--- src/rtl/core/assert_macros.svh ---
// Assertion macros shared by the RTL of the key-value cache.
`ifndef ASSERT_MACROS_SVH
`define ASSERT_MACROS_SVH
`ifndef SYNTHESIS
`define LKVC_ASSERT(lbl, clk, rstn, prop) \
  lbl: assert property (@(posedge clk) disable iff (!rstn) (prop)) \
    else $error("lkvc assertion failed");
`define LKVC_NEVER(lbl, clk, rstn, cond) \
  lbl: assert property (@(posedge clk) disable iff (!rstn) !(cond)) \
    else $error("lkvc forbidden condition seen");
`else
`define LKVC_ASSERT(lbl, clk, rstn, prop)
`define LKVC_NEVER(lbl, clk, rstn, cond)
`endif
`endif

--- src/rtl/core/lkvc_pkg.sv ---
// Types and constants shared by the key-value cache modules.
`timescale 1ns / 1ps
package lkvc_pkg;

  localparam int unsigned MaxEntriesDef = 16;
  localparam int unsigned CapW          = 5;
  localparam logic [CapW-1:0] CapReset  = 5'd16;
  localparam int unsigned KeyW          = 32;
  localparam int unsigned ValW          = 32;
  localparam logic [ValW-1:0] MissValue = '1;

  localparam logic OpGet = 1'b0;
  localparam logic OpSet = 1'b1;

  typedef struct packed {
    logic                   opcode;
    logic signed [KeyW-1:0] key;
    logic signed [ValW-1:0] value;
  } req_t;

  typedef struct packed {
    logic                   hit;
    logic signed [ValW-1:0] read_value;
  } rsp_t;

  // Contents one cell hands to its older neighbor.
  typedef struct packed {
    logic            valid;
    logic [KeyW-1:0] key;
    logic [ValW-1:0] value;
  } link_t;

  // Operation broadcast to every cell of the chain.
  typedef struct packed {
    logic            exec;
    logic            is_set;
    logic            hit_any;
    logic            evict;
    logic [KeyW-1:0] key;
  } bcast_t;

endpackage

--- src/rtl/core/lkvc_cell.sv ---
// One entry of the recency-ordered chain: key, value and valid bit.
`timescale 1ns / 1ps
module lkvc_cell (
  input  logic                                 clk_i,
  input  logic                                 rst_ni,
  input  lkvc_pkg::bcast_t                     op_i,
  input  lkvc_pkg::link_t                      newer_i,
  input  logic                                 hit_older_i,
  input  logic [lkvc_pkg::ValW-1:0]            rdata_older_i,
  output lkvc_pkg::link_t                      entry_o,
  output logic                                 hit_o,
  output logic [lkvc_pkg::ValW-1:0]            rdata_o
);

  logic                        valid_q;
  logic [lkvc_pkg::KeyW-1:0]   key_q;
  logic [lkvc_pkg::ValW-1:0]   value_q;
  logic                        match;
  logic                        shift;

  assign match   = valid_q && (key_q == op_i.key);
  assign hit_o   = hit_older_i | match;
  assign rdata_o = rdata_older_i | (match ? value_q : '0);

  // On an update the entries from the front down to the hit move back by one.
  // On an insert every valid entry moves back unless it is the one evicted.
  always_comb begin
    if (op_i.hit_any) begin
      shift = hit_o;
    end else begin
      shift = newer_i.valid && (valid_q || !op_i.evict);
    end
    shift = shift && op_i.exec && op_i.is_set;
  end

  always_ff @(posedge clk_i or negedge rst_ni) begin
    if (!rst_ni) begin
      valid_q <= 1'b0;
    end else if (shift) begin
      valid_q <= 1'b1;
    end
  end

  always_ff @(posedge clk_i) begin
    if (shift) begin
      key_q   <= newer_i.key;
      value_q <= newer_i.value;
    end
  end

  assign entry_o = '{valid: valid_q, key: key_q, value: value_q};

endmodule

--- src/rtl/core/lru_key_value_cache_unit.sv ---
// Top level of the fully associative key-value cache with LRU replacement.
//
//  channel  | direction | handshake            | payload
//  ---------+-----------+----------------------+-----------------------------
//  in       | input     | in_valid_i/in_stall_o | in_data_i  (req_t)
//  out      | output    | out_valid_o/out_stall_i | out_data_o (rsp_t)
//  cfg      | input     | cfg_valid_i/cfg_ready_o | cfg_data_i (capacity)
//
// The transfer registers each request, and in its execute cycle every cell
// compares its key, the hit and read data ripple through the chain, and the
// cells shift in one step. The chain of cells sets the pace.
// Reset clears all valid bits and the occupancy at once; no clearing pass.
// A get waits in its execute cycle while the result register is full and
// stalled; a new request is taken while a finished result waits.
`timescale 1ns / 1ps
`include "assert_macros.svh"
module lru_key_value_cache_unit #(
  parameter int unsigned MaxEntries = lkvc_pkg::MaxEntriesDef
) (
  input  logic                          clk_i,
  input  logic                          rst_ni,
  input  logic                          in_valid_i,
  output logic                          in_stall_o,
  input  lkvc_pkg::req_t                in_data_i,
  output logic                          out_valid_o,
  input  logic                          out_stall_i,
  output lkvc_pkg::rsp_t                out_data_o,
  input  logic                          cfg_valid_i,
  output logic                          cfg_ready_o,
  input  logic [lkvc_pkg::CapW-1:0]     cfg_data_i
);

  localparam int unsigned OccW = $clog2(MaxEntries + 1);
  localparam int unsigned EW   = (OccW > lkvc_pkg::CapW) ? OccW : lkvc_pkg::CapW;
  localparam logic [EW-1:0] MaxExt = EW'(MaxEntries);

  logic [lkvc_pkg::CapW-1:0] cap_q;
  logic [OccW-1:0]           occ_q;
  logic                      busy_q;
  lkvc_pkg::req_t            req_q;
  logic                      out_valid_q;
  lkvc_pkg::rsp_t            out_q;

  logic [EW-1:0]             eff_cap;
  logic [EW-1:0]             cap_ext;
  logic                      evict;
  logic                      exec;
  logic                      is_get;
  lkvc_pkg::bcast_t          op;

  lkvc_pkg::link_t           link [MaxEntries+1];
  logic                      hitc [MaxEntries+1];
  logic [lkvc_pkg::ValW-1:0] rdc  [MaxEntries+1];
  logic [MaxEntries-1:0]     valid_vec;

  // The configuration register can always be written.
  assign cfg_ready_o = 1'b1;

  always_ff @(posedge clk_i or negedge rst_ni) begin
    if (!rst_ni) begin
      cap_q <= lkvc_pkg::CapReset;
    end else if (cfg_valid_i) begin
      cap_q <= cfg_data_i;
    end
  end

  // A capacity of zero behaves as one, and anything above the chain length
  // behaves as the chain length.
  assign cap_ext = EW'(cap_q);
  always_comb begin
    if (cap_q == '0) begin
      eff_cap = EW'(1);
    end else if (cap_ext > MaxExt) begin
      eff_cap = MaxExt;
    end else begin
      eff_cap = cap_ext;
    end
  end

  assign evict = EW'(occ_q) >= eff_cap;

  // Requests are accepted only between executions.
  assign in_stall_o = busy_q;
  assign is_get     = (req_q.opcode == lkvc_pkg::OpGet);
  assign exec       = busy_q && (!is_get || !out_valid_q || !out_stall_i);

  assign op = '{exec: exec, is_set: !is_get, hit_any: hitc[0], evict: evict,
                key: req_q.key};

  // The newest position is fed from the request itself.
  assign link[0]          = '{valid: 1'b1, key: req_q.key, value: req_q.value};
  assign hitc[MaxEntries] = 1'b0;
  assign rdc[MaxEntries]  = '0;

  for (genvar i = 0; i < MaxEntries; i++) begin : g_cell
    lkvc_cell u_cell (
      .clk_i         (clk_i),
      .rst_ni        (rst_ni),
      .op_i          (op),
      .newer_i       (link[i]),
      .hit_older_i   (hitc[i+1]),
      .rdata_older_i (rdc[i+1]),
      .entry_o       (link[i+1]),
      .hit_o         (hitc[i]),
      .rdata_o       (rdc[i])
    );
    assign valid_vec[i] = link[i+1].valid;
  end

  always_ff @(posedge clk_i or negedge rst_ni) begin
    if (!rst_ni) begin
      busy_q      <= 1'b0;
      occ_q       <= '0;
      out_valid_q <= 1'b0;
    end else begin
      if (in_valid_i && !in_stall_o) begin
        busy_q <= 1'b1;
      end else if (exec) begin
        busy_q <= 1'b0;
      end
      // Only an insert without eviction grows the occupancy.
      if (exec && !is_get && !hitc[0] && !evict) begin
        occ_q <= occ_q + OccW'(1);
      end
      if (exec && is_get) begin
        out_valid_q <= 1'b1;
      end else if (!out_stall_i) begin
        out_valid_q <= 1'b0;
      end
    end
  end

  always_ff @(posedge clk_i) begin
    if (in_valid_i && !in_stall_o) begin
      req_q <= in_data_i;
    end
    if (exec && is_get) begin
      out_q.hit        <= hitc[0];
      out_q.read_value <= hitc[0] ? rdc[0] : lkvc_pkg::MissValue;
    end
  end

  assign out_valid_o = out_valid_q;
  assign out_data_o  = out_q;

  // Valid entries always match the occupancy count.
  `LKVC_ASSERT(a_occ_count, clk_i, rst_ni, $countones(valid_vec) == occ_q)
  // Occupancy never goes past the chain length.
  `LKVC_NEVER(a_occ_max, clk_i, rst_ni, EW'(occ_q) > MaxExt)
  // An executed get always leaves a result waiting.
  `LKVC_ASSERT(a_get_result, clk_i, rst_ni, (exec && is_get) |=> out_valid_q)
  // An accepted request is executed in a later cycle, never dropped.
  `LKVC_ASSERT(a_accept_busy, clk_i, rst_ni, (in_valid_i && !in_stall_o) |=> busy_q)

endmodule
--- config.mk ---
export PLATFORM = sky130hd
export DESIGN_NAME = lru_key_value_cache_unit
export DESIGN_NICKNAME = d
export VERILOG_FILES = /design/src/rtl/core/lkvc_pkg.sv /design/src/rtl/core/lkvc_cell.sv /design/src/rtl/core/lru_key_value_cache_unit.sv
export VERILOG_INCLUDE_DIRS = /design/src /design/src/rtl/core
export SDC_FILE = /design/constraint.sdc
export NUM_CORES = 1
export LEC_CHECK = 0
export BUFFER_PORTS_ARGS = -buffer_cell sky130_fd_sc_hd__buf_2
export CORE_MARGIN = 2
export CORE_UTILIZATION = 48
export CTS_CLUSTER_SIZE = 16
export DETAILED_ROUTE_END_ITERATION = 16
export PLACE_DENSITY_LB_ADDON = 0.2
export SLEW_MARGIN = 20
export SYNTH_ARGS = -nofsm -noshare
export SYNTH_HDL_FRONTEND = slang
export SYNTH_HIERARCHICAL = 1
export SYNTH_SLANG_ARGS = --single-unit
--- constraint.sdc ---
create_clock -name clk_i -period 13.8 [get_ports clk_i]
set_input_delay 4.14 -clock clk_i [delete_from_list [all_inputs] [get_ports clk_i]]
set_output_delay 4.14 -clock clk_i [all_outputs]
set_load 0.02 [all_outputs]
# Yosys cells after proc, flatten, opt, wreduce, memory -nomap -nowiden
# Cells that the tools add are included.
# Widths: inputs -> output; s select.
# word_totals
register_bits	1150
out_inout_bits	36
word_cells	240
# classes
addsub	1
order_cmp	2
n_eq_ne	17
mux	38
n_bitwise	31
reduce_logical	94
# op_table
operator	n
$eq 32x32->1	16
$mux 32	16
$or 32x32->32	15
$logic_and 1x1->1	69
$mux 1	20
$logic_or 1x1->1	18
$or 1x1->1	15
$mux 5	2
$add 5x1->5 const B	1
$ge 5x5->1	1
$gt 5x5->1 const B	1
$logic_not 1->1	5
$logic_not 5->1	1
$ne 2x1->1 const B	1
$reduce_bool 2->1	1
$not 1->1	1

# Depth between registers and ports, before layout
# Gate-level depths: netlist (run 1).
# depth
ltp_word	20
depth_mapped	23
depth_no_buf	23

# By module
# Netlist (run 1), hierarchy kept.
# by_module_without_submodules
module	instances	cells_each	area_per_inst_um2	seq_area_each_um2
lkvc_cell	16	153	2651.3	1946.9
lru_key_value_cache_unit	1	191	3799.9	3244.4

# Worst setup path before layout (run 1)
# Ideal clock, no wire load.
# synth_timing
path_kind	register to register
from	register req_q (netlist bit link[1101])
to	register g_cell[0].u_cell/key_q[0] (netlist name) (enable)
setup_time_ns	0.427
arrival_time_ns	7.704
slack_ns	5.670
stages_incl_launch_ff	23
path_buffers	0
period_less_slack_ns	8.130
cell_sequence	edfxtp_1 > xor2_1 > nor4_1 > nand3_1 > nor4_4 > or2_2 > or2_2 > or2_2 > or2_2 > or2_2 > or2_2 > or2_2 > or2_2 > or2_2 > or2_2 > or2_2 > or2_2 > or2_2 > or2_2 > or2_2 > or2_2 > nand2b_1 > o21a_1
# synth_rtl
element	line_no	text
start: declaration	lru_key_value_cache_unit.sv:40	lkvc_pkg::req_t req_q;
start signal: assignment	lru_key_value_cache_unit.sv:135	req_q <= in_data_i;
end signal: assignment	lkvc_cell.sv:46	key_q <= newer_i.key;
end: declaration	lkvc_cell.sv:16	logic [lkvc_pkg::KeyW-1:0] key_q;

==> impl_metrics.sql, run 1 <==
INSERT INTO impl_metrics (metric_group, metric, value, unit) VALUES
('clocking', 'cts_resized', '0', ''),
('critical_path', 'worst_setup_path_end_kind', 'flip-flop', ''),
('sta', 'maximum_clock_rate', '0.115', 'GHz'),
('grt', 'first_global_vias', '22800', ''),
('critical_path', 'cp-startpoint', 'link[1101]', ''),
('yosys', 'synth-warning-count', '6', ''),
('final_layout', 'final_cells', '4255', ''),
('worst_hold_path', 'worstHoldPathType', 'reg2reg', ''),
('clocking', 'deepest_clock_path_buffer_count', '3', ''),
('grt', 'antenna_found_initial', '0', ''),
('clocking', 'clock_sinks', '1150', ''),
('clocking', 'cts-root-buf', 'sky130_fd_sc_hd__clkbuf_16', ''),
('routing', 'drt_pre_antenna_iters', '5', ''),
('routing', 'wl', '77900', 'um'),
('final_layout', 'antennaDiodeCount', '0', ''),
('placed_design', 'replace_congestion', '0.776', ''),
('critical_path', 'timing.setup.critical_path_class', 'reg2reg', ''),
('clocking', 'cts.repair_timing.setup_buffer_count', '0', ''),
('yosys', 'synthesis.area', '0.0462', 'mm^2'),
('clocking', 'cts_made_buffers', '112', ''),
('clocking', 'worst_skew_pair.late_latency', '0.67', 'ns'),
('clocking', 'cts_hold_buf', '0', ''),
('critical_path', 'cp_launch_type', 'flip-flop', ''),
('grt', 'grt_start_max_net_pins', '65', ''),
('die', 'die-height', '314', 'um'),
('sta', 'normalized_max_slew_margin', '39.2', '%'),
('run_status', 'run_status', 'complete, no violations', ''),
('grt', 'grt_overflow_total', '0', ''),
('critical_path', 'critPathRequiredTime', '14.12', 'ns'),
('pwr', 'power', '7.56', 'mW'),
('routing', 'number_of_drc_violations_after_detailed_routing_iteration_0', '1436', ''),
('pwr', 'irDropWorstVdd', '0.0986', 'mV'),
('final_layout', 'drive_above_1_share', '16.5', '%'),
('die', 'core_area', '0.0952', 'mm^2'),
('pwr', 'power.leakage', '19.3', 'nW'),
('die', 'die_w', '314', 'um'),
('worst_hold_path', 'launch_instance_of_the_worst_min_delay_path', 'link[1069]', ''),
('sta', 'final.hold.worst_slack', '0.417', 'ns'),
('sta', 'endpoints_failing_hold', '0', ''),
('die', 'ios', '111', ''),
('die', 'die_footprint', '0.0988', 'mm^2'),
('yosys', 'postSynthCellCount', '2638', ''),
('final_layout', 'syn2layout_area_growth', '12.7', '%'),
('placed_design', 'hpwl', '55000', 'um'),
('sta', 'rsz0062_at_grt', 'false', ''),
('flow_run', 'max_cap_violations', '0', ''),
('critical_path', 'path_max_fanout', '39', ''),
('clocking', 'path_clk_slew', '0.06', 'ns'),
('grt', 'grt_first_pass_wirelength', '126000', 'um'),
('sta', 'final_period_minus_worst_setup_slack', '8.68', 'ns'),
('clocking', 'cts_tree', 'built', ''),
('final_layout', 'layout.cells.most_common', 'sky130_fd_sc_hd__edfxtp_1', ''),
('clocking', 'htreeDepth', '3', ''),
('pwr', 'power.density_cell_area', '145', 'mW/mm^2'),
('final_layout', 'finalNetCount', '2976', ''),
('critical_path', 'reg2reg_from', 'link[1101]', ''),
('yosys', 'syn_avg_cell_area', '17.5', 'um^2'),
('final_layout', 'highest_count_cells_in_the_layout_ignoring_fill_and_taps', 'sky130_fd_sc_hd__edfxtp_1 (1122), sky130_fd_sc_hd__a21o_1 (450), sky130_fd_sc_hd__xnor2_1 (340)', ''),
('sta', 'setup_tns', '0', 'ns'),
('routing', 'post_drt_wl_per_cell', '18.3', 'um'),
('routing', 'via_per_inst', '5.11', ''),
('routing', 'routed_antenna_nets', '0', ''),
('placed_design', 'placed_cells_incl_taps', '4045', ''),
('sta', 'setup_viol_count_final', '0', ''),
('routing', 'detailroute.via_count', '21700', ''),
('critical_path', 'worstPathArrival', '9.00', 'ns'),
('routing', 'post-route-drc-count', '0', ''),
('sta', 'clock_skew', '0.0216', 'ns'),
('placed_design', 'io_buffer_count', '109', ''),
('die', 'initial_utilization', '48.6', '%'),
('sta', 'finalCritPeriodShare', '62.9', '%'),
('die', 'placement_rows', '113', ''),
('sta', 'report.final.slew_viol_count', '0', ''),
('grt', 'groute.usage.overall', '16.0', '%'),
('sta', 'worst_pin_slew', '0.912', 'ns');
==> worst max-delay path, stage by stage (launching register included) <==
cell and delay (ns):
sky130_fd_sc_hd__edfxtp_1 0.32, sky130_fd_sc_hd__buf_4 0.30, sky130_fd_sc_hd__xor2_1 0.21, sky130_fd_sc_hd__nor4_1 0.09, sky130_fd_sc_hd__nand3_1 0.18, sky130_fd_sc_hd__nor4_4 0.07
sky130_fd_sc_hd__buf_4 0.25, sky130_fd_sc_hd__or2_2 0.32, sky130_fd_sc_hd__or2_2 0.30, sky130_fd_sc_hd__or2_2 0.30, sky130_fd_sc_hd__or2_2 0.30, sky130_fd_sc_hd__or2_2 0.30
sky130_fd_sc_hd__or2_2 0.31, sky130_fd_sc_hd__or2_2 0.31, sky130_fd_sc_hd__or2_2 0.32, sky130_fd_sc_hd__or2_2 0.31, sky130_fd_sc_hd__or2_2 0.31, sky130_fd_sc_hd__or2_2 0.32
sky130_fd_sc_hd__or2_2 0.31, sky130_fd_sc_hd__or2_2 0.31, sky130_fd_sc_hd__or2_2 0.31, sky130_fd_sc_hd__or2_2 0.31, sky130_fd_sc_hd__or2_2 0.52, sky130_fd_sc_hd__buf_4 0.38
sky130_fd_sc_hd__nand2b_1 0.16, sky130_fd_sc_hd__o21a_2 0.63, sky130_fd_sc_hd__buf_4 0.50
==> worst paths after layout <==
path,slack [ns],cells past startpoint,end
setup / recovery,5.12,26,g_cell[0].u_cell/key_q[1]
hold / removal,0.42,0,g_cell[0].u_cell/value_q[29]
setup reg to reg,5.12,26,g_cell[0].u_cell/key_q[1]
hold reg to reg,0.42,0,g_cell[0].u_cell/value_q[29]
max in group asynchronous,9.69,1,g_cell[14].u_cell/valid_q
min in group asynchronous,3.55,1,cap_ext[2]
==> per-stage QoR <==
| stage | utilization [%] | worst slack [ns] | area (um^2) |
|---|---|---|---|
| after global routing | 54.7 | 4.71 | 52100 |
| after floorplan | - | 5.67 | 46300 |
| after global placement | 50.8 | 5.17 | 48300 |
| final | 54.7 | 5.12 | 52100 |
| after CTS | 54.7 | 5.05 | 52000 |
| after detailed placement | 50.8 | 5.09 | 48300 |
==> state kept, by name (all words and copies together), names as in the netlist <==
signal / cells
link: 64
out_data_o: 33
op: 1
occ_q: 5
g_cell.u_cell/valid_q: 16
g_cell.u_cell/key_q: 512
out_valid_o: 1
g_cell.u_cell/value_q: 512
in_stall_o: 1
cap_ext: 5
==> metal layers <==
metal  track usage (%)  part of all wire, %
met5                 0                    0
met4              5.27                  2.4
met3              2.38                  3.9
met2              24.3                   44
met1              23.7                   50
==> layout make-up <==
class                           count  area (um^2)
Clock buffer                      156         3190
Clock inverter                     53          517
Fill cell                        7328        43100
Tap cell                         1265         1580
Timing Repair Buffer              176         1070
Inverter                            2         7.51
Multi-Input combinational cell   1453        11300
Sequential cell                  1150        34400
==> power by group <==
part | leakage [nW] | switching [mW] | internal, mW | total, mW
registers | 10.6 | 0.0813 | 4.02 | 4.10
logic | 6.85 | 0.268 | 0.177 | 0.445
clock network | 1.82 | 1.22 | 1.79 | 3.02
total | 19.3 | 1.57 | 5.99 | 7.56
(Power assumes the default switching activity.)
==> run 2, diff against run 1 <==
--- a/config.mk
+++ b/config.mk
@@ -6,6 +6,7 @@
 export SDC_FILE = /design/constraint.sdc
 export NUM_CORES = 1
 export LEC_CHECK = 0
+export ABC_AREA = 1
 export BUFFER_PORTS_ARGS = -buffer_cell sky130_fd_sc_hd__buf_2
 export CORE_MARGIN = 2
 export CORE_UTILIZATION = 48
==> constraint.sdc (replaced) <==
create_clock -name clk_i -period 8.2 [get_ports clk_i]
set_input_delay 2.46 -clock clk_i [delete_from_list [all_inputs] [get_ports clk_i]]
set_output_delay 2.46 -clock clk_i [all_outputs]
set_load 0.02 [all_outputs]
==> run 2 against run 1 <==
Global-route usage up 0.51 points. Wire length up 21%. Combinational power rose to 5.8 times the previous value. Clock-buffer cell count down 20. Worst setup slack worse by 3.1 ns. Synthesized cell count up 82%. Critical path depth up 10. Critical path type unchanged. Largest power group unchanged.
==> impl_metrics.sql, run 2 <==
INSERT INTO impl_metrics (metric_group, metric, value, unit) VALUES
('final_layout', 'finalNetCount', '5125', ''),
('clocking', 'cts_resized', '0', ''),
('clocking', 'cts-root-buf', 'sky130_fd_sc_hd__clkbuf_16', ''),
('final_layout', 'multiInputGateArea', '0.0142', 'mm^2'),
('final_layout', 'final_cells', '6638', ''),
('yosys', 'syn_avg_cell_area', '11.2', 'um^2'),
('clocking', 'cts.repair_timing.setup_buffer_count', '0', ''),
('critical_path', 'worst_setup_path_end_kind', 'flip-flop', ''),
('grt', 'first_global_vias', '28700', ''),
('routing', 'drt_pre_antenna_iters', '5', ''),
('sta', 'finalCritPeriodShare', '75.4', '%'),
('grt', 'grt_overflow_total', '0', ''),
('critical_path', 'timing.setup.critical_path_class', 'reg2reg', ''),
('sta', 'rsz0062_at_grt', 'false', ''),
('grt', 'antenna_found_initial', '0', ''),
('die', 'core_area', '0.111', 'mm^2'),
('clocking', 'deepest_clock_path_buffer_count', '3', ''),
('final_layout', 'layout.cells.most_common', 'sky130_fd_sc_hd__inv_1', ''),
('yosys', 'postSynthCellCount', '4805', ''),
('worst_hold_path', 'worstHoldPathType', 'reg2reg', ''),
('pwr', 'irDropWorstVdd', '0.242', 'mV'),
('final_layout', 'fillCellCount', '9275', ''),
('run_status', 'run_status', 'complete, no violations', ''),
('critical_path', 'path_max_fanout', '34', ''),
('critical_path', 'dominant_delay_contributor_by_cell_family_on_the_critical_path', 'simple AND/OR/NAND/NOR gates', ''),
('clocking', 'cts_tree', 'built', ''),
('die', 'die_w', '339', 'um'),
('clocking', 'path_clk_slew', '0.06', 'ns'),
('clocking', 'htreeDepth', '3', ''),
('clocking', 'worst_skew_pair.late_latency', '0.70', 'ns'),
('routing', 'via_per_inst', '4.49', ''),
('routing', 'post_drt_wl_per_cell', '14.2', 'um'),
('grt', 'groute.usage.overall', '16.5', '%'),
('final_layout', 'syn2layout_area_growth', '11.9', '%'),
('sta', 'endpoints_failing_hold', '0', ''),
('clocking', 'clock_sinks', '1150', ''),
('critical_path', 'cp.buffers_inverters', '16', ''),
('final_layout', 'highest_count_cells_in_the_layout_ignoring_fill_and_taps', 'sky130_fd_sc_hd__inv_1 (1259), sky130_fd_sc_hd__edfxtp_1 (1122), sky130_fd_sc_hd__nand2_1 (1056)', ''),
('clocking', 'cts_made_buffers', '115', ''),
('critical_path', 'worstPathArrival', '6.57', 'ns'),
('sta', 'setup_tns', '0', 'ns'),
('die', 'die-height', '339', 'um'),
('critical_path', 'worstSetupPathDepth', '36', ''),
('worst_hold_path', 'worstHoldPathCells', '0', ''),
('routing', 'number_of_drc_violations_after_detailed_routing_iteration_0', '1872', ''),
('critical_path', 'critPathRequiredTime', '8.58', 'ns'),
('critical_path', 'worst-r2r-cell-count', '36', ''),
('yosys', 'synthesis.area', '0.0539', 'mm^2'),
('placed_design', 'placed_cells_incl_taps', '6409', ''),
('final_layout', 'seq_area', '0.0344', 'mm^2'),
('sta', 'report.final.slew_viol_count', '0', ''),
('routing', 'post-route-drc-count', '0', ''),
('routing', 'wl', '94000', 'um'),
('pwr', 'power', '16.7', 'mW'),
('die', 'ios', '111', ''),
('placed_design', 'replace_congestion', '0.800', ''),
('flow_run', 'max_cap_violations', '0', ''),
('die', 'placement_rows', '122', ''),
('yosys', 'synth-warning-count', '6', ''),
('die', 'die_footprint', '0.115', 'mm^2'),
('placed_design', 'io_buffer_count', '109', ''),
('grt', 'grt_first_pass_wirelength', '153000', 'um'),
('placed_design', 'hpwl', '69500', 'um'),
('grt', 'grt_start_max_net_pins', '36', ''),
('placed_design', 'placement.setup.worst_slack', '1.79', 'ns'),
('sta', 'post-route-worst-setup-slack', '2.02', 'ns'),
('critical_path', 'cp_launch_type', 'flip-flop', ''),
('sta', 'clock_skew', '0.0275', 'ns'),
('pwr', 'power.density_cell_area', '277', 'mW/mm^2'),
('critical_path', 'max_stage_delay', '0.85', 'ns'),
('sta', 'maximum_clock_rate', '0.162', 'GHz'),
('pwr', 'power.leakage', '26.7', 'nW'),
('routing', 'routed_antenna_nets', '0', ''),
('routing', 'detailroute.via_count', '29800', ''),
('sta', 'final_period_minus_worst_setup_slack', '6.18', 'ns'),
('final_layout', 'drive_above_1_share', '18.1', '%'),
('sta', 'worst_pin_slew', '1.03', 'ns'),
('critical_path', 'critical_path.slowest_cell', 'sky130_fd_sc_hd__edfxtp_1', ''),
('die', 'initial_utilization', '48.6', '%'),
('critical_path', 'reg2reg_slack', '2.02', 'ns'),
('sta', 'normalized_max_slew_margin', '31.2', '%'),
('clocking', 'cts_hold_buf', '0', ''),
('sta', 'setup_viol_count_final', '0', '');
run 2: per-stage QoR:
stage | hold slack, ns | utilization (%) | cell area [um^2]
after detailed placement | 0.405 | 50.7 | 56300
after global routing | 0.425 | 54.3 | 60300
after global placement | 0.403 | 50.7 | 56300
after CTS | 0.413 | 54.3 | 60200
after floorplan | 0.400 | - | 54000
final | 0.412 | 54.3 | 60300
run 2: final cells by class:
| type | instances | area share (%) |
|---|---|---|
| diodes | 4 | 0.0166 |
| flip-flops and latches | 1150 | 57.0 |
| clock inverters | 83 | 1.45 |
| repair buffers | 158 | 1.88 |
| multi-input cells | 2341 | 23.5 |
| well taps | 1488 | 3.09 |
| inverters | 1278 | 7.95 |
| clock buffers | 136 | 5.07 |
run 2: metal layers:
layer	vias up	wire, um	share of wire, %	global-route usage [%]
met3	122	3970	4.2	2.04
li1	15600	-	-	-
met4	0	1830	1.9	4.63
met5	-	0	0	0
met1	13600	48900	52	25.3
met2	475	39300	42	24.6
run 2: power breakdown:
group          leakage, nW  switching [mW]  internal [mW]
Sequential            10.7           0.671           8.07
Clock                 1.94            2.20           3.19
Combinational         14.1            1.73          0.864
Total                 26.7            4.60           12.1
run 2: path summary, 6_finish.rpt:
check / end / startpoint
max: g_cell[1].u_cell/value_q[9] / link[1091]
min: g_cell[0].u_cell/value_q[18] / link[1058]
max reg2reg: g_cell[1].u_cell/value_q[9] / link[1091]
min reg2reg: g_cell[0].u_cell/value_q[18] / link[1058]
max in group asynchronous: in_stall_o / rst_ni
min in group asynchronous: occ_q[3] / rst_ni
